[config.mk]
export PLATFORM = sky130hd
export DESIGN_NAME = pnuc_queue
export DESIGN_NICKNAME = d
export VERILOG_FILES = /design/src/hw/rtl/pnuc_pkg.sv /design/src/hw/rtl/pnuc_queue.sv
export SDC_FILE = /design/constraint.sdc
export NUM_CORES = 1
export LEC_CHECK = 0
export ABC_AREA = 1
export BUFFER_PORTS_ARGS = -buffer_cell sky130_fd_sc_hd__buf_2
export CAP_MARGIN = 10
export CORE_ASPECT_RATIO = 0.8
export CORE_MARGIN = 3
export CORE_UTILIZATION = 45
export DETAILED_ROUTE_END_ITERATION = 6
export PLACE_DENSITY = 0.79
export REMOVE_ABC_BUFFERS = 1
export SETUP_SLACK_MARGIN = 0.5
export SLEW_MARGIN = 25
export SYNTH_ARGS = -nofsm -noshare
export SYNTH_HDL_FRONTEND = slang
export SYNTH_SLANG_ARGS = --single-unit
[constraint.sdc]
create_clock -name clk -period 5.3 [get_ports clk]
set_input_delay 0.265 -clock clk [delete_from_list [all_inputs] [get_ports clk]]
set_output_delay 0.265 -clock clk [all_outputs]
set_load 0.05 [all_outputs]
[src/hw/rtl/pnuc_pkg.sv]
// Shared types and constants for the profile neighbour unflag check.
// Used by every module of the block; depends on nothing.
package pnuc_pkg;

    localparam int VALUE_W   = 32;
    localparam int TOL_W     = 32;
    localparam int BASE_W    = 31;
    localparam int HEIGHT_W  = 32;
    localparam int SCALE_W   = 16;
    localparam int CFG_IDX_W = 3;
    localparam int CFG_DAT_W = 32;

    localparam int QUEUE_DEPTH = 2;
    localparam int QPTR_W      = $clog2(QUEUE_DEPTH);
    localparam int QCNT_W      = $clog2(QUEUE_DEPTH + 1);

    localparam logic [SCALE_W-1:0] SCALE_ONE = 16'd256;

    localparam logic [1:0] FLAG_PASS   = 2'd0;
    localparam logic [1:0] FLAG_FAILED = 2'd3;

    localparam logic [CFG_IDX_W-1:0] REG_BASE_TOL  = 3'd0;
    localparam logic [CFG_IDX_W-1:0] REG_SCALE_EN  = 3'd1;
    localparam logic [CFG_IDX_W-1:0] REG_P0_HEIGHT = 3'd2;
    localparam logic [CFG_IDX_W-1:0] REG_P0_SCALE  = 3'd3;
    localparam logic [CFG_IDX_W-1:0] REG_P1_HEIGHT = 3'd4;
    localparam logic [CFG_IDX_W-1:0] REG_P1_SCALE  = 3'd5;
    localparam logic [CFG_IDX_W-1:0] REG_P2_HEIGHT = 3'd6;
    localparam logic [CFG_IDX_W-1:0] REG_P2_SCALE  = 3'd7;

    typedef struct packed {
        logic [BASE_W-1:0]   base_tolerance;
        logic                scale_enable;
        logic [HEIGHT_W-1:0] p0_height;
        logic [SCALE_W-1:0]  p0_scale;
        logic [HEIGHT_W-1:0] p1_height;
        logic [SCALE_W-1:0]  p1_scale;
        logic [HEIGHT_W-1:0] p2_height;
        logic [SCALE_W-1:0]  p2_scale;
    } cfg_t;

    // classified observation passed from front to back
    typedef struct packed {
        logic signed [VALUE_W-1:0] value;
        logic [1:0]                flag;
        logic [TOL_W-1:0]          tol;
        logic                      sel;
        logic                      pend;
    } obs_entry_t;

endpackage

[src/hw/rtl/pnuc_queue.sv]
// Two-entry queue between front and back ends.
// Uses pnuc_pkg for the entry type and depth.
module pnuc_queue
(
    input  logic                 clk,
    input  logic                 rst_n,
    input  logic                 push_valid,
    output logic                 push_ready,
    input  pnuc_pkg::obs_entry_t push_entry,
    output logic                 pop_valid,
    input  logic                 pop_ready,
    output pnuc_pkg::obs_entry_t pop_entry
);

    pnuc_pkg::obs_entry_t          mem_reg [pnuc_pkg::QUEUE_DEPTH];
    logic [pnuc_pkg::QPTR_W-1:0]   wr_ptr_reg, rd_ptr_reg;
    logic [pnuc_pkg::QCNT_W-1:0]   count_reg, count_next;
    logic                          do_push, do_pop;

    assign push_ready = count_reg != pnuc_pkg::QCNT_W'(pnuc_pkg::QUEUE_DEPTH);
    assign pop_valid  = count_reg != '0;
    assign pop_entry  = mem_reg[rd_ptr_reg];
    assign do_push    = push_valid && push_ready;
    assign do_pop     = pop_valid && pop_ready;

    always_comb
    begin
        count_next = count_reg;
        if (do_push && !do_pop)
            count_next = count_reg + 1'b1;
        else if (do_pop && !do_push)
            count_next = count_reg - 1'b1;
    end

    always_ff @(posedge clk or negedge rst_n)
    begin
        if (!rst_n)
        begin
            wr_ptr_reg <= '0;
            rd_ptr_reg <= '0;
            count_reg  <= '0;
        end
        else
        begin
            if (do_push) wr_ptr_reg <= wr_ptr_reg + 1'b1;
            if (do_pop)  rd_ptr_reg <= rd_ptr_reg + 1'b1;
            count_reg <= count_next;
        end
    end

    always_ff @(posedge clk)
    begin
        if (do_push)
            mem_reg[wr_ptr_reg] <= push_entry;
    end

endmodule

==> out/summary.log <==
[global_routing] Congestion Overflow GR 0
[yosys] flops & latches, synth 140
[clock_tree] clock tree root buffer cell clkbuf_16
[layout] antenna cell count 0
[global_routing] wire length of the first global-routing pass 15.2 mm
[setup_path] crit path max fanout 35
[clock_tree] CTS max path bufs 2
[setup_path] cell with the biggest individual delay on the critical path nor2_4
[placement] count of port buffers added during placement 141
[setup_path] Crit path arrival time 2.49 ns
[clock_tree] number of sinks handled by clock tree synthesis 140
[placement] post-DP HPWL 6.09 mm
[setup_path] Setup Crit Path Kind reg -> reg
[clock_tree] Clk pin slew, worst setup/hold paths 0.06 ns
[timing] crit path time final 2.45 ns
[routing] routed wirelength normalized by instance count 14.0 microns
[setup_path] number of buffers and inverters on the critical path 2
[setup_path] nature of the critical path startpoint register
[clock_tree] Post-CTS Repair Setup Buffers 0
[global_routing] overall track demand over capacity in global routing 0.156
[die] floorplan row count 34
[yosys] sequential area share after synthesis 0.809
[placement] Placer Congestion 0.745
[yosys] cell taking the most area after synthesis edfxtp_1
[die] number of I/O pins 142
[timing] final clock period utilization by the worst path 0.463
[clock_tree] post-CTS sizing 0
[setup_path] cells traversed along the worst timing path inv_1 > nand2_1 > nand2_1 > nor2_4 > buf_4
[clock_tree] H-tree Lvls 4
[die] die height 102 microns
[yosys] synthesized area per cell 13.5 sq um
[setup_path] CP Data Required Time 5.34 ns
[routing] detailed-route via count 3242
[clock_tree] TritonCTS clock tree yes
[routing] Routed WL 9.71 mm
[die] core box area 0.0111 sq mm
[layout] number of flip-flops under the largest register name 136
[routing] drt via density 4.69
[timing] Max Clock Skew 0.00546 ns
[timing] unrepaired setup endpoints after global routing false
[yosys] warnings from Yosys 0
[timing] worst max-slew margin expressed relative to the limit 0.354
[yosys] Distinct cells, synth 14
[placement] post-place setup slack 2.80 ns
[timing] Final Max Tran Viols 0
[worst_hold_path] class of the most critical hold timing path in -> reg
[clock_tree] latest clock arrival within the worst-skew pair 0.40 ns
[yosys] post-synth design cell area 0.00517 sq mm
[timing] tightest hold margin 0.0459 ns
[yosys] share of Yosys cell area claimed by the top area cell type 0.790
[die] DIE AREA 0.0128 sq mm
[setup_path] cell occurring most often along the worst timing path nand2_1
[setup_path] Worst Setup End Kind register
[timing] total negative slack 0 ns
[layout] ratio of cells with drive above 1 in the final layout 0.324
[status] status finished clean
[layout] Area growth, synth to finish 27.5%
[yosys] top cells by area in the synthesized netlist edfxtp_1, nand2_1, dfrtp_1, buf_2, buf_6
[timing] pin slew with the least headroom to its limit 0.967 ns
[layout] Filler Cell Count 875
[layout] commonest non-fill, non-tap cell in the layout nand2_1
[layout] commonest cells after routing, fill and taps aside nand2_1, buf_2, edfxtp_1
[layout] end-of-flow core utilization 0.596
[clock_tree] clock buffers created by TritonCTS 17
[die] initial core utilization 0.467
[setup_path] gate family responsible for the most delay along the worst path simple AND/OR/NAND/NOR gates
[setup_path] Critical Path Max Stage Delay 0.78 ns
[routing] First DRT Iteration DRCs 248
[timing] fmax 408 MHz
[routing] number of iterations in the first detailed-routing pass 4
[layout] fin nets 607
[routing] post-detailed-route count of antenna-violating nets 0
[global_routing] via count of the first global-routing pass 3098
[run] max-cap violation count 0
[routing] number of DRC violations after detailed routing 0
[yosys] post-synthesis instance total 384
[timing] Setup violations, final 0
[global_routing] largest net degree at the start of global routing 70
[timing] count of endpoints failing hold in the final timing report 0
[global_routing] number of antenna violations at the first check in global routing 0
[die] Die X-Extent 126 microns
[timing] least setup slack across all paths after layout 2.85 ns
-- worst paths after layout --
check                                     from             end  slack [ns]  cells after the start
worst min-delay path            push_entry[34]  mem_reg[1][34]        0.05                      1
min in group asynchronous                rst_n      rd_ptr_reg        0.20                      2
worst max-delay path              count_reg[0]  mem_reg[0][53]        2.85                      5
worst max register to register    count_reg[0]  mem_reg[0][53]        2.85                      5
max in group asynchronous                rst_n      rd_ptr_reg        4.97                      2
worst min register to register    count_reg[1]    count_reg[1]        0.51                      2
-- layout make-up --
| type | instances | area [sq um] | share of cell area |
|---|---|---|---|
| timing repair buffer | 146 | 766 | 0.116 |
| clock inverter | 13 | 126 | 0.0192 |
| sequential | 140 | 4190 | 0.635 |
| clock buffer | 19 | 433 | 0.0657 |
| multi-input combinational | 222 | 872 | 0.132 |
| inverter | 7 | 28.8 | 0.00437 |
| tap | 144 | 180 | 0.0273 |
-- worst reg2reg max path, cell delays in order (launching register included) --
cell	delay (ns)
dfrtp_1	0.37
inv_1	0.08
nand2_1	0.08
nand2_1	0.17
nor2_4	0.78
buf_4	0.57
-- timing repair --
| item | 4_1_cts | 5_1_grt |
|---|---|---|
| endpoints found under the hold margin | 4 | 0 |
| hold buffers | 1 | 0 |
| setup endpoints to repair | 0 | 0 |
-- cells in the mapped netlist --
library cell / number
nand4_1: 1
edfxtp_1: 136
buf_2: 10
xor2_1: 1
xnor2_1: 1
ha_1: 1
buf_4: 2
dfrtp_1: 4
nand3_1: 2
inv_1: 6
nand2_1: 214
nor2_1: 2
inv_4: 1
buf_6: 3
-- per-stage QoR --
step,area [sq um],std cells
3_3_place_gp,5990,657
5_1_grt,6590,691
4_1_cts,6560,690
6_report,6590,691
3_5_place_dp,5990,657
2_1_floorplan,5070,369
-- cells by family after synthesis --
family,synth area share
adder cells (fa/ha/maj),0.00242
buffers and inverters,0.0247
XOR/XNOR,0.00339
flip-flops,0.809
AND/OR/NAND/NOR,0.160
-- layer usage --
metal  global-route usage  vias to the layer above  wire length [microns]  share of wire
li1                     -                     1592                      -              -
met1                0.197                     1521                   4060           0.42
met2                0.248                      120                   4820           0.50
met3               0.0622                        9                    754          0.078
met4               0.0561                        0                     70         0.0072
met5                    0                        -                      0              0
Power is not shown: default switching activity piles up to over one toggle a cycle in this logic, so the estimate is an artifact.
