`config.mk`:
```
export PLATFORM = sky130hd
export DESIGN_NAME = pnuc_front
export DESIGN_NICKNAME = d
export VERILOG_FILES = /design/src/hw/rtl/pnuc_pkg.sv /design/src/hw/rtl/pnuc_front.sv
export SDC_FILE = /design/constraint.sdc
export NUM_CORES = 2
export LEC_CHECK = 0
export ABC_AREA = 1
export BUFFER_PORTS_ARGS = -buffer_cell sky130_fd_sc_hd__buf_2
export CAP_MARGIN = 25
export CORE_MARGIN = 2
export CORE_UTILIZATION = 25
export CTS_BUF_LIST = sky130_fd_sc_hd__clkbuf_4 sky130_fd_sc_hd__clkbuf_8
export CTS_CLUSTER_DIAMETER = 40
export DETAILED_ROUTE_END_ITERATION = 16
export PLACE_DENSITY_LB_ADDON = 0.1
export SKIP_LAST_GASP = 1
export SLEW_MARGIN = 20
export SYNTH_ARGS = -nofsm -noshare
export SYNTH_HDL_FRONTEND = slang
export SYNTH_SLANG_ARGS = --single-unit
```
`constraint.sdc`:
```
create_clock -name clk -period 7.8 [get_ports clk]
set_input_delay 0.78 -clock clk [delete_from_list [all_inputs] [get_ports clk]]
set_output_delay 0.78 -clock clk [all_outputs]
set_load 0.05 [all_outputs]
```
`src/hw/rtl/pnuc_pkg.sv`:
```
// Shared types and constants for the profile neighbour unflag check.
// Used by every module of the block; depends on nothing.
package pnuc_pkg;

    localparam int VALUE_W   = 32;
    localparam int TOL_W     = 32;
    localparam int BASE_W    = 31;
    localparam int HEIGHT_W  = 32;
    localparam int SCALE_W   = 16;
    localparam int CFG_IDX_W = 3;
    localparam int CFG_DAT_W = 32;

    localparam int QUEUE_DEPTH = 2;
    localparam int QPTR_W      = $clog2(QUEUE_DEPTH);
    localparam int QCNT_W      = $clog2(QUEUE_DEPTH + 1);

    localparam logic [SCALE_W-1:0] SCALE_ONE = 16'd256;

    localparam logic [1:0] FLAG_PASS   = 2'd0;
    localparam logic [1:0] FLAG_FAILED = 2'd3;

    localparam logic [CFG_IDX_W-1:0] REG_BASE_TOL  = 3'd0;
    localparam logic [CFG_IDX_W-1:0] REG_SCALE_EN  = 3'd1;
    localparam logic [CFG_IDX_W-1:0] REG_P0_HEIGHT = 3'd2;
    localparam logic [CFG_IDX_W-1:0] REG_P0_SCALE  = 3'd3;
    localparam logic [CFG_IDX_W-1:0] REG_P1_HEIGHT = 3'd4;
    localparam logic [CFG_IDX_W-1:0] REG_P1_SCALE  = 3'd5;
    localparam logic [CFG_IDX_W-1:0] REG_P2_HEIGHT = 3'd6;
    localparam logic [CFG_IDX_W-1:0] REG_P2_SCALE  = 3'd7;

    typedef struct packed {
        logic [BASE_W-1:0]   base_tolerance;
        logic                scale_enable;
        logic [HEIGHT_W-1:0] p0_height;
        logic [SCALE_W-1:0]  p0_scale;
        logic [HEIGHT_W-1:0] p1_height;
        logic [SCALE_W-1:0]  p1_scale;
        logic [HEIGHT_W-1:0] p2_height;
        logic [SCALE_W-1:0]  p2_scale;
    } cfg_t;

    // classified observation passed from front to back
    typedef struct packed {
        logic signed [VALUE_W-1:0] value;
        logic [1:0]                flag;
        logic [TOL_W-1:0]          tol;
        logic                      sel;
        logic                      pend;
    } obs_entry_t;

endpackage

```
`src/hw/rtl/pnuc_front.sv`:
```
// Front end: accepts observations and works out each one's tolerance
// (segment pick, interpolation with a bit-serial divider, scaling). Uses pnuc_pkg.
module pnuc_front
(
    input  logic                              clk,
    input  logic                              rst_n,
    input  pnuc_pkg::cfg_t                    cfg,
    input  logic                              in_valid,
    output logic                              in_ready,
    input  logic signed [pnuc_pkg::VALUE_W-1:0] obs_value,
    input  logic [1:0]                        flag_class,
    input  logic [pnuc_pkg::HEIGHT_W-1:0]     vertical_coord,
    input  logic                              selected,
    input  logic                              profile_end,
    output logic                              push_valid,
    input  logic                              push_ready,
    output pnuc_pkg::obs_entry_t              push_entry
);

    typedef enum logic [5:0] {
        ST_IDLE = 6'b000001,
        ST_MUL  = 6'b000010,
        ST_SUM  = 6'b000100,
        ST_DIV  = 6'b001000,
        ST_SCL  = 6'b010000,
        ST_PUSH = 6'b100000
    } front_state_t;

    front_state_t state_reg, state_next;

    logic signed [pnuc_pkg::VALUE_W-1:0] value_reg;
    logic [1:0]                          flag_reg;
    logic                                sel_reg;
    logic                                pend_reg;
    logic [pnuc_pkg::HEIGHT_W-1:0]       h_reg, ha_reg, hb_reg;
    logic [pnuc_pkg::SCALE_W-1:0]        sa_reg, sb_reg, s_reg, quo_reg, num_lo_reg;
    logic [pnuc_pkg::HEIGHT_W+pnuc_pkg::SCALE_W-1:0] prod_a_reg, prod_b_reg;
    logic [pnuc_pkg::HEIGHT_W-1:0]       rem_reg;
    logic [3:0]                          cnt_reg;
    logic [pnuc_pkg::BASE_W+pnuc_pkg::SCALE_W-1:0]   scaled_reg;

    logic                                accept_in;
    logic                                le0, le1, le2, scaling, interp, seg1;
    logic [pnuc_pkg::SCALE_W-1:0]        s_fixed;
    logic [pnuc_pkg::HEIGHT_W+pnuc_pkg::SCALE_W:0]   num;
    logic [pnuc_pkg::HEIGHT_W-1:0]       width;
    logic [pnuc_pkg::HEIGHT_W:0]         trial, trial_sub;
    logic                                ge;
    logic [pnuc_pkg::TOL_W-1:0]          tol;

    assign in_ready  = (state_reg == ST_IDLE);
    assign accept_in = in_valid && in_ready;

    assign le0     = vertical_coord <= cfg.p0_height;
    assign le1     = vertical_coord <= cfg.p1_height;
    assign le2     = vertical_coord <= cfg.p2_height;
    assign scaling = selected && cfg.scale_enable;
    assign interp  = scaling && !le0 && (le1 || le2);
    assign seg1    = !le1;
    assign s_fixed = !scaling ? pnuc_pkg::SCALE_ONE : (le0 ? cfg.p0_scale : cfg.p2_scale);

    assign num       = {1'b0, prod_a_reg} + {1'b0, prod_b_reg};
    assign width     = hb_reg - ha_reg;
    assign trial     = {rem_reg, num_lo_reg[pnuc_pkg::SCALE_W-1]};
    assign ge        = trial >= {1'b0, width};
    assign trial_sub = trial - {1'b0, width};

    // saturate (base * s) >> 8 to 32 bits
    assign tol = (|scaled_reg[pnuc_pkg::BASE_W+pnuc_pkg::SCALE_W-1:pnuc_pkg::TOL_W+8])
               ? {pnuc_pkg::TOL_W{1'b1}} : scaled_reg[pnuc_pkg::TOL_W+7:8];

    assign push_valid      = (state_reg == ST_PUSH);
    assign push_entry.value = value_reg;
    assign push_entry.flag  = flag_reg;
    assign push_entry.tol   = tol;
    assign push_entry.sel   = sel_reg;
    assign push_entry.pend  = pend_reg;

    always_comb
    begin
        state_next = state_reg;
        case (state_reg)
            ST_IDLE: if (accept_in) state_next = interp ? ST_MUL : ST_SCL;
            ST_MUL:  state_next = ST_SUM;
            ST_SUM:  state_next = ST_DIV;
            ST_DIV:  if (cnt_reg == 4'd15) state_next = ST_SCL;
            ST_SCL:  state_next = ST_PUSH;
            ST_PUSH: if (push_ready) state_next = ST_IDLE;
            default: state_next = ST_IDLE;
        endcase
    end

    always_ff @(posedge clk or negedge rst_n)
    begin
        if (!rst_n)
            state_reg <= ST_IDLE;
        else
            state_reg <= state_next;
    end

    always_ff @(posedge clk)
    begin
        case (state_reg)
            ST_IDLE:
            begin
                value_reg <= obs_value;
                flag_reg  <= flag_class;
                sel_reg   <= selected;
                pend_reg  <= profile_end;
                h_reg     <= vertical_coord;
                ha_reg    <= seg1 ? cfg.p1_height : cfg.p0_height;
                hb_reg    <= seg1 ? cfg.p2_height : cfg.p1_height;
                sa_reg    <= seg1 ? cfg.p1_scale : cfg.p0_scale;
                sb_reg    <= seg1 ? cfg.p2_scale : cfg.p1_scale;
                s_reg     <= s_fixed;
            end
            ST_MUL:
            begin
                prod_a_reg <= sa_reg * (hb_reg - h_reg);
                prod_b_reg <= sb_reg * (h_reg - ha_reg);
            end
            ST_SUM:
            begin
                // interpolated scale fits 16 bits, so the high part is below width
                rem_reg    <= num[pnuc_pkg::HEIGHT_W+pnuc_pkg::SCALE_W-1:pnuc_pkg::SCALE_W];
                num_lo_reg <= num[pnuc_pkg::SCALE_W-1:0];
                cnt_reg    <= 4'd0;
            end
            ST_DIV:
            begin
                rem_reg    <= ge ? trial_sub[pnuc_pkg::HEIGHT_W-1:0]
                                 : trial[pnuc_pkg::HEIGHT_W-1:0];
                num_lo_reg <= {num_lo_reg[pnuc_pkg::SCALE_W-2:0], 1'b0};
                quo_reg    <= {quo_reg[pnuc_pkg::SCALE_W-2:0], ge};
                cnt_reg    <= cnt_reg + 4'd1;
                if (cnt_reg == 4'd15)
                    s_reg <= {quo_reg[pnuc_pkg::SCALE_W-2:0], ge};
            end
            ST_SCL:
                scaled_reg <= cfg.base_tolerance * s_reg;
            default: ;
        endcase
    end

endmodule

```
==> qor.yml <==
max_freq_ghz: 0.1321
layout.nets: 13940
viasPerCell: 4.544
hold_class: "in -> reg"
first_iter_violations: 4810
wl_per_cell_um: 22.60
yosys_most_used_dff: "edfxtp_1"
final_core_util: 0.3058
rows: 210
place.gp.congestion: 0.9726
worst_pin_slew_ps: 1158
numCtsBuffers: 104
syn_inst: 10630
overflow: 0
syn_nets: 12880
report.final.slew_viol_count: 0
first_global_vias: 78410
end_kind: "flop"
antenna_found_initial: 28
synth.most_common_cell: "inv_1"
clockBufferDepth: 3
crit_required_ps: 8440
vias: 73300
ys_async_sr_fraction: 0.01546
die_x_um: 578.3
multi_input_area_um2: 61750
cts_tree: "yes"
start_kind: "flop"
syn2layout_area_growth_pct: 21.53
slew_headroom: 0.2228
maxCapViolations: 0
critPathSlowestCell: "fa_1"
yosysTopAreaCellShare: 0.3375
regArea_um2: 11620
synth_cell_type_count: 62
synth_area_um2: 82450
finalHoldViolCount: 0
tns_ps: 0
fp.coreArea_um2: 327700
path_max_fanout: 6
drc: 0
grt_pass1_wl_um: 532800
ant_nets: 0
routed_wl_um: 364600
die_area_um2: 334400
cts_root_buf: "clkbuf_8"
grt_max_degree: 92
io_pins: 318
port-buffer-count: 317
yosysTopAreaCell: "fa_1"
cp_data_arrival_time_ps: 8200
yosys-top-cells-area: "fa_1 (34%), edfxtp_1 (14%), inv_1 (12%), nand2_1 (10%), ha_1 (9.3%)"
setup_ws_ps: 230.6
rsz0062_at_grt: "true"
clk-insertion-delay-late_ps: 890
yosysSeqAreaShare: 0.1410
dp_slack_ps: -619.4
setup_viol: 0
avgSynthCellArea_um2: 7.758
drtPass1Iterations: 6
fin_worst_skew_ps: 114.4
dp_hpwl_um: 316800
nFillCells: 35600
fin_crit_ps: 7569
cts.clk_slew.worst_paths_ps: 60
die_h_um: 578.3
track_usage: 0.2181
start_util: 0.2516
layout-drive-gt1-share: 0.1628
cts_sinks: 388
critical_path_class: "reg -> reg"
crit_path_max_incr_delay_ps: 550
period_share: 0.9704
synth_seq_cells: 388
whs_ps: 112.5
htreeDepth: 3
synth_edf_count: 382
synthTopCellsByCount: "inv_1 (2560), nand2_1 (2260), fa_1 (1390)"
synth_warnings: 0
status: "finished clean"
[routing by layer]
metal  wire, um  global-route usage
met1     165600              0.2921
met2     171300              0.3685
met3      16250             0.02522
met4      11420             0.06269
met5         27                   0
[kinds of logic (layout without fill, tap and decap cells)]
logic type,after synthesis,after routing,share of synthesized area
xor+xnor,198,198,0.02190
flops,388,388,0.1410
simple gates,4218,4218,0.2112
buf+inv,2883,4024,0.1323
fa+ha+maj,2005,2005,0.4308
compound gates,935,935,0.06283
other cells,0,17,0
[worst paths after layout]
check,slack (ps),to,startpoint,depth (start not counted)
setup / recovery,230,prod_a_reg[24],h_reg[10],33
hold / removal,110,value_reg[10],obs_value[10],1
setup reg to reg,230,prod_a_reg[24],h_reg[10],33
hold reg to reg,450,quo_reg[5],quo_reg[4],0
max in group asynchronous,7140,state_reg[0],rst_n,2
min in group asynchronous,430,state_reg[5],rst_n,2
[worst max-delay path, delay by kind of cell, from the launching register on]
kind            cells  cell delay (ps)
fa+ha+maj           8             3600
simple gates        8              970
xor+xnor            1               80
buf+inv            11             1180
flops               1              410
compound gates      5             1130
[per-stage QoR]
stage               cells  area, um2
global placement    15850      95180
CTS                 16070      98070
global route        16120     100200
floorplan           10630      82450
finish              16130     100200
detailed placement  15860      95210
[final cells by class]
class,count,share of cell area
antenna,17,0.0004246
inverter,2584,0.09721
tap,4346,0.05427
timing repair buffer,1250,0.09090
sequential,388,0.1160
clock inverter,70,0.009502
multi-input combinational,7356,0.6162
clock buffer,120,0.01548
[cell usage in the layout, fill, tap and decap left out, types with 23 or more instances in the layout]
cell,synthesis,routed
nor3_1,54,43
ha_1,615,554
buf_12,0,33
clkbuf_8,0,104
a21oi_1,410,356
buf_4,6,865
fa_2,0,34
inv_2,13,34
nand4_1,66,66
a21oi_2,2,48
xor2_1,111,107
nor2_1,1077,997
or2_2,39,38
nand3b_1,53,53
inv_1,2560,2527
a21o_1,30,30
o21bai_1,57,50
edfxtp_1,382,382
nand2_1,2260,2203
buf_2,38,318
nand3_1,566,551
ha_4,0,35
nand2_2,35,72
xnor2_1,79,77
o21ai_0,324,270
o21ai_1,5,48
a31oi_1,30,23
nor2_2,2,64
fa_1,1390,1356
ha_2,0,26
o21a_1,27,27
clkinv_1,11,30
[repair_timing]
item                       in CTS  in global routing
hold endpoints to repair       21                  0
pin swaps                       3                155
gates resized for setup        45                473
setup buffers                   7                 43
hold buffers                   16                  0
cloned                          0                  0
setup endpoints to repair      43                 66
Power is not shown: default switching activity piles up to over one toggle a cycle in this logic, so the estimate is an artifact.
