[src/hw/rtl/pnuc_pkg.sv]
// Shared types and constants for the profile neighbour unflag check.
// Used by every module of the block; depends on nothing.
package pnuc_pkg;

    localparam int VALUE_W   = 32;
    localparam int TOL_W     = 32;
    localparam int BASE_W    = 31;
    localparam int HEIGHT_W  = 32;
    localparam int SCALE_W   = 16;
    localparam int CFG_IDX_W = 3;
    localparam int CFG_DAT_W = 32;

    localparam int QUEUE_DEPTH = 2;
    localparam int QPTR_W      = $clog2(QUEUE_DEPTH);
    localparam int QCNT_W      = $clog2(QUEUE_DEPTH + 1);

    localparam logic [SCALE_W-1:0] SCALE_ONE = 16'd256;

    localparam logic [1:0] FLAG_PASS   = 2'd0;
    localparam logic [1:0] FLAG_FAILED = 2'd3;

    localparam logic [CFG_IDX_W-1:0] REG_BASE_TOL  = 3'd0;
    localparam logic [CFG_IDX_W-1:0] REG_SCALE_EN  = 3'd1;
    localparam logic [CFG_IDX_W-1:0] REG_P0_HEIGHT = 3'd2;
    localparam logic [CFG_IDX_W-1:0] REG_P0_SCALE  = 3'd3;
    localparam logic [CFG_IDX_W-1:0] REG_P1_HEIGHT = 3'd4;
    localparam logic [CFG_IDX_W-1:0] REG_P1_SCALE  = 3'd5;
    localparam logic [CFG_IDX_W-1:0] REG_P2_HEIGHT = 3'd6;
    localparam logic [CFG_IDX_W-1:0] REG_P2_SCALE  = 3'd7;

    typedef struct packed {
        logic [BASE_W-1:0]   base_tolerance;
        logic                scale_enable;
        logic [HEIGHT_W-1:0] p0_height;
        logic [SCALE_W-1:0]  p0_scale;
        logic [HEIGHT_W-1:0] p1_height;
        logic [SCALE_W-1:0]  p1_scale;
        logic [HEIGHT_W-1:0] p2_height;
        logic [SCALE_W-1:0]  p2_scale;
    } cfg_t;

    // classified observation passed from front to back
    typedef struct packed {
        logic signed [VALUE_W-1:0] value;
        logic [1:0]                flag;
        logic [TOL_W-1:0]          tol;
        logic                      sel;
        logic                      pend;
    } obs_entry_t;

endpackage

[src/hw/rtl/pnuc_back.sv]
// Back end: neighbour window over held observation, decisions and output staging.
// Uses pnuc_pkg for the entry type and flag codes.
module pnuc_back
(
    input  logic                 clk,
    input  logic                 rst_n,
    input  logic                 pop_valid,
    output logic                 pop_ready,
    input  pnuc_pkg::obs_entry_t pop_entry,
    output logic                 out_valid,
    input  logic                 out_ready,
    output logic                 accept,
    output logic                 profile_last,
    output logic                 run_last
);

    logic                                held_valid_reg;
    logic signed [pnuc_pkg::VALUE_W-1:0] held_value_reg;
    logic [1:0]                          held_flag_reg;
    logic [pnuc_pkg::TOL_W-1:0]          held_tol_reg;
    logic                                held_left_ok_reg;

    logic out_valid_reg, out_acc_reg, out_plast_reg, out_last_reg;
    logic pend_valid_reg, pend_acc_reg;

    logic                        slot_free, take;
    pnuc_pkg::obs_entry_t        e;
    logic [pnuc_pkg::VALUE_W:0]  diff, abs_diff;
    logic                        right_ok, left_new, left_ok, held_fail, cur_fail;
    logic                        r0_valid, r0_acc, r0_plast, r0_last, r1_valid, r1_acc;

    assign e         = pop_entry;
    assign slot_free = !out_valid_reg || out_ready;
    assign pop_ready = slot_free && !pend_valid_reg;
    assign take      = pop_valid && pop_ready;

    assign diff      = {e.value[pnuc_pkg::VALUE_W-1], e.value}
                     - {held_value_reg[pnuc_pkg::VALUE_W-1], held_value_reg};
    assign abs_diff  = diff[pnuc_pkg::VALUE_W] ? -diff : diff;
    assign right_ok  = (e.flag == pnuc_pkg::FLAG_PASS) && (abs_diff < {1'b0, held_tol_reg});
    assign left_new  = (held_flag_reg == pnuc_pkg::FLAG_PASS) && (abs_diff < {1'b0, e.tol});
    assign left_ok   = held_valid_reg ? left_new : 1'b1;
    assign held_fail = (held_flag_reg == pnuc_pkg::FLAG_FAILED) && held_left_ok_reg;
    assign cur_fail  = (e.flag == pnuc_pkg::FLAG_FAILED) && left_ok;

    always_comb
    begin
        r0_valid = 1'b0;
        r0_acc   = 1'b0;
        r0_plast = 1'b0;
        r0_last  = 1'b1;
        r1_valid = 1'b0;
        r1_acc   = 1'b0;
        if (!e.sel)
        begin
            // unselected end flushes the held observation
            r0_valid = e.pend && held_valid_reg;
            r0_acc   = held_fail;
            r0_plast = 1'b1;
        end
        else if (held_valid_reg)
        begin
            r0_valid = 1'b1;
            r0_acc   = held_fail && right_ok;
            r0_last  = !e.pend;
            r1_valid = e.pend;
            r1_acc   = cur_fail;
        end
        else
        begin
            r0_valid = e.pend;
            r0_acc   = cur_fail;
            r0_plast = 1'b1;
        end
    end

    always_ff @(posedge clk or negedge rst_n)
    begin
        if (!rst_n)
        begin
            held_valid_reg <= 1'b0;
            out_valid_reg  <= 1'b0;
            pend_valid_reg <= 1'b0;
        end
        else
        begin
            if (take)
            begin
                if (e.pend)
                    held_valid_reg <= 1'b0;
                else if (e.sel)
                    held_valid_reg <= 1'b1;
                out_valid_reg  <= r0_valid;
                pend_valid_reg <= r1_valid;
            end
            else if (slot_free)
            begin
                out_valid_reg  <= pend_valid_reg;
                pend_valid_reg <= 1'b0;
            end
        end
    end

    always_ff @(posedge clk)
    begin
        if (take)
        begin
            if (e.sel && !e.pend)
            begin
                held_value_reg   <= e.value;
                held_flag_reg    <= e.flag;
                held_tol_reg     <= e.tol;
                held_left_ok_reg <= left_ok;
            end
            out_acc_reg   <= r0_acc;
            out_plast_reg <= r0_plast;
            out_last_reg  <= r0_last;
            pend_acc_reg  <= r1_acc;
        end
        else if (slot_free && pend_valid_reg)
        begin
            out_acc_reg   <= pend_acc_reg;
            out_plast_reg <= 1'b1;
            out_last_reg  <= 1'b1;
        end
    end

    assign out_valid    = out_valid_reg;
    assign accept       = out_acc_reg;
    assign profile_last = out_plast_reg;
    assign run_last     = out_last_reg;

    // a beat that is not the last of its run always has its follower staged
    a_first_has_second: assert property (@(posedge clk) disable iff (!rst_n)
        out_valid_reg && !out_last_reg |-> pend_valid_reg)
        else $error("non-last beat without staged second result");

    a_pend_needs_out: assert property (@(posedge clk) disable iff (!rst_n)
        pend_valid_reg |-> out_valid_reg)
        else $error("second result staged with empty output slot");

    a_no_pop_while_pend: assert property (@(posedge clk) disable iff (!rst_n)
        pend_valid_reg |-> !pop_ready)
        else $error("queue popped while second result waits");

    a_pend_moves: assert property (@(posedge clk) disable iff (!rst_n)
        pend_valid_reg && out_ready |=> out_valid_reg && out_last_reg && !pend_valid_reg)
        else $error("staged result not moved to output");

endmodule

[config.mk]
export PLATFORM = sky130hd
export DESIGN_NAME = pnuc_back
export DESIGN_NICKNAME = d
export VERILOG_FILES = /design/src/hw/rtl/pnuc_pkg.sv /design/src/hw/rtl/pnuc_back.sv
export SDC_FILE = /design/constraint.sdc
export NUM_CORES = 1
export LEC_CHECK = 0
export BUFFER_PORTS_ARGS = -buffer_cell sky130_fd_sc_hd__buf_2
export CORE_MARGIN = 2
export CORE_UTILIZATION = 50
export DETAILED_ROUTE_END_ITERATION = 6
export PLACE_DENSITY = 0.81
export SLEW_MARGIN = 20
export SYNTH_ARGS = -nofsm -noshare
export SYNTH_HDL_FRONTEND = slang
export SYNTH_SLANG_ARGS = --single-unit
[constraint.sdc]
create_clock -name clk -period 6.8 [get_ports clk]
set_input_delay 0.68 -clock clk [delete_from_list [all_inputs] [get_ports clk]]
set_output_delay 0.68 -clock clk [all_outputs]
set_load 0.02 [all_outputs]
==> impl_metrics.toml <==
[outcome]
run_status = "complete, no violations"

[sta]
setup_violations = 0
min_period_ns = 5.82
rsz0062_at_grt = "false"
slew-limit-headroom_pct = 41.3
timing.final.crit_share_pct = 85.6
skew_ns = 0.00876
worst_pin_slew_ns = 0.880
timing.hold.ws_ns = 0.0977
setup_ws_final_ns = 0.977
timing.final.max_slew_violations = 0
setup_tns_final_ns = 0
hold_viol_final = 0
fmax_mhz = 172

[logic_synthesis]
seq_area_frac_synth_pct = 30.7
postSynthNetCount = 949
post-synth-top-area-fraction_pct = 29.7
netlist_instances = 781
synth.lib_cells_used.distinct = 84
avgSynthCellArea_um2 = 9.19
synth.ff_latch_count = 74
synth_top_cell_by_area = "sky130_fd_sc_hd__edfxtp_1"
synth-async-reset-ratio_pct = 4.05
post_synth_main_area_contributors = "sky130_fd_sc_hd__edfxtp_1 (30%), sky130_fd_sc_hd__ha_1 (17%), sky130_fd_sc_hd__inv_1 (5.2%), sky130_fd_sc_hd__a21oi_1 (3.6%), sky130_fd_sc_hd__a21o_1 (3.3%)"
synth.yosys.warnings = 0
synth_edf_count = 71
synth_area_mm2 = 0.00718
ys_dominant_reg_cell = "sky130_fd_sc_hd__edfxtp_1"

[worst_setup_path]
timing.setup.critical_path_class = "input pin to flop"
critical_path.reg2reg.startpoint = "held_value_reg[0]"
timing.reg2reg.worst_path_depth = 20
r2r_setup_slack_ns = 1.03
crit_path_max_fanout = 17
critPathArrivalTime_ns = 6.03
worst_endpoint_required_time_ns = 7.01
setup.worst_path.end_class = "flop"
reg2reg_to = "pend_acc_reg"
start_kind = "input pin"

[clock_network]
cts_post_setup_buffers_inserted = 0
worstSkewPairLatency_ns = 0.36
holdBufCountCts = 0
maximum_clock_insertion_buffer_count = 2
cts_tree = "done"
ctsHtreeMaxLevel = 3
postCtsResizedCells = 0
clock_sink_count = 74
clk_transition_reported_paths_ns = 0.07
cts-buffers-inserted = 9
cts_root_buffer = "sky130_fd_sc_hd__clkbuf_16"

[drt]
routedLengthMet1_um = 7480
number_of_remaining_drc_errors = 0
iteration_0_drc_markers = 400
detail_route.wirelength_um = 15600
vias_per_cell = 5.79
detail-route-antenna-nets = 0
met3_wirelength_um = 649
routed_wire_length_per_instance_um = 15.2
wl_met2_um = 7130
topRoutingLayerUsed = "met4"
via_count = 5966
drt_pass1_iterations = 5

[place]
finalWeightedCongestion = 0.924
dpl.hpwl_um = 12400
dp.cells = 1015
detailed_place.area_mm2 = 0.00763
place.port_buffers = 76
place_worst_setup_slack_ns = 0.625

[floorplan]
die_x_um = 124
core_area_mm2 = 0.0139
fp.dieArea_mm2 = 0.0153
initial_core_util_pct = 51.5
die_h_um = 124
io_pins = 77
core.rowCount = 43

[global_routing]
number_of_antenna_violations_at_the_first_check_in_global_routing = 0
congestion_overflow_gr = 0
grt_max_degree = 68
grt_first_pass_wirelength_um = 25600
groute.usage.overall_pct = 21.3
grt_pass1_vias = 5545

[finish]
nets = 1014
final_cell_mix = "sky130_fd_sc_hd__inv_1 (100), sky130_fd_sc_hd__ha_1 (95), sky130_fd_sc_hd__buf_2 (76)"
diodes = 0
layout-area-overhead-vs-synth_pct = 10.3
fin_area_mm2 = 0.00792
layout_commonest_cell = "sky130_fd_sc_hd__inv_1"
drive_gt1_share_pct = 15.2
fin_cells = 1031

[pwr]
power.ir.vdd_worst_mv = 0.116
power_density_mw_per_mm2 = 199
cellLeakagePower_nw = 3.57

[hold_path]
hold_path.class = "input pin to async pin"

[job]
number_of_maximum_capacitance_constraint_violations = 0
## metrics by stage
| stage | power, mW | utilization [%] |
|---|---|---|
| 2_1_floorplan | 0.980 | - |
| 6_report | 1.57 | 56.8 |
| 4_1_cts | 1.58 | 56.8 |
| 3_5_place_dp | 1.11 | 54.8 |
| 5_1_grt | 1.68 | 56.8 |
| 3_3_place_gp | 1.09 | 54.8 |
## how the worst max path moves through the flow
stage / start / end / slack (ns)
3_3_place_gp: pop_entry[36] / pend_acc_reg / 0.74
4_1_cts: pop_entry[36] / pend_acc_reg / 0.98
3_5_place_dp: pop_entry[36] / pend_acc_reg / 0.62
2_1_floorplan: pop_entry[36] / pend_acc_reg / 1.50
6_report: pop_entry[36] / pend_acc_reg / 0.98
5_1_grt: pop_entry[36] / pend_acc_reg / 0.63
## synth_stat cells (7+ instances only)
cell type	number
sky130_fd_sc_hd__edfxtp_1	71
sky130_fd_sc_hd__buf_2	9
sky130_fd_sc_hd__ha_1	95
sky130_fd_sc_hd__o21ai_0	32
sky130_fd_sc_hd__nand4_1	17
sky130_fd_sc_hd__o21a_1	7
sky130_fd_sc_hd__nand3_1	19
sky130_fd_sc_hd__or3_1	7
sky130_fd_sc_hd__o21ai_1	14
sky130_fd_sc_hd__xnor2_1	23
sky130_fd_sc_hd__a21o_1	32
sky130_fd_sc_hd__and3_1	9
sky130_fd_sc_hd__and2_1	13
sky130_fd_sc_hd__inv_1	100
sky130_fd_sc_hd__a211oi_1	7
sky130_fd_sc_hd__nor2b_1	11
sky130_fd_sc_hd__and4_1	12
sky130_fd_sc_hd__a21oi_1	51
sky130_fd_sc_hd__nor2_1	44
sky130_fd_sc_hd__nand2_1	50
sky130_fd_sc_hd__o2111ai_1	7
sky130_fd_sc_hd__xor2_1	20
sky130_fd_sc_hd__o211ai_1	7
sky130_fd_sc_hd__buf_6	7
## metal layers
layer	up-vias	track usage, %
li1	3018	-
met1	2770	28.3
met2	148	34.2
met3	30	3.30
met4	0	9.38
met5	-	0
## critical path, cell delays in order
cell and delay, ns:
sky130_fd_sc_hd__buf_2 0.09, sky130_fd_sc_hd__inv_1 0.04, sky130_fd_sc_hd__ha_1 0.23, sky130_fd_sc_hd__fa_1 0.41, sky130_fd_sc_hd__nand2b_2 0.23, sky130_fd_sc_hd__a21o_1 0.23
sky130_fd_sc_hd__a2111oi_4 0.40, sky130_fd_sc_hd__o2111a_2 0.31, sky130_fd_sc_hd__o21ai_1 0.10, sky130_fd_sc_hd__a211o_1 0.33, sky130_fd_sc_hd__and2_1 0.35, sky130_fd_sc_hd__o41ai_2 0.13
sky130_fd_sc_hd__xor2_1 0.23, sky130_fd_sc_hd__ha_1 0.27, sky130_fd_sc_hd__and3_1 0.20, sky130_fd_sc_hd__o21ai_0 0.08, sky130_fd_sc_hd__o21ai_0 0.11, sky130_fd_sc_hd__a2111oi_0 0.43
sky130_fd_sc_hd__o311ai_0 0.30, sky130_fd_sc_hd__a2111oi_0 0.54, sky130_fd_sc_hd__o31ai_1 0.14, sky130_fd_sc_hd__nor3_1 0.19
## area by class of cell
class                   instances  area [µm²]
clock inverters                 7        60.1
clock buffers                   9         225
well taps                     180         225
fillers                      1240        6010
repair buffers                 78         395
multi-input cells             583        4430
inverters                     100         375
flip-flops and latches         74        2210
## power by group
group          internal [mW]  total [mW]  switching [mW]
clock network          0.252       0.464           0.212
logic                  0.242       0.582           0.340
registers              0.522       0.529         0.00680
## kinds of logic after synthesis
kind of cell	synth area share, %
xor gates and xnor gates	5.47
DFF	30.7
adders and majority gates	17.0
and+or+nand+nor	16.1
buffers and inverters	7.63
muxes	0.593
AOI/OAI and AO/OA	22.5
Note: power is estimated with default switching activity, not from simulation.
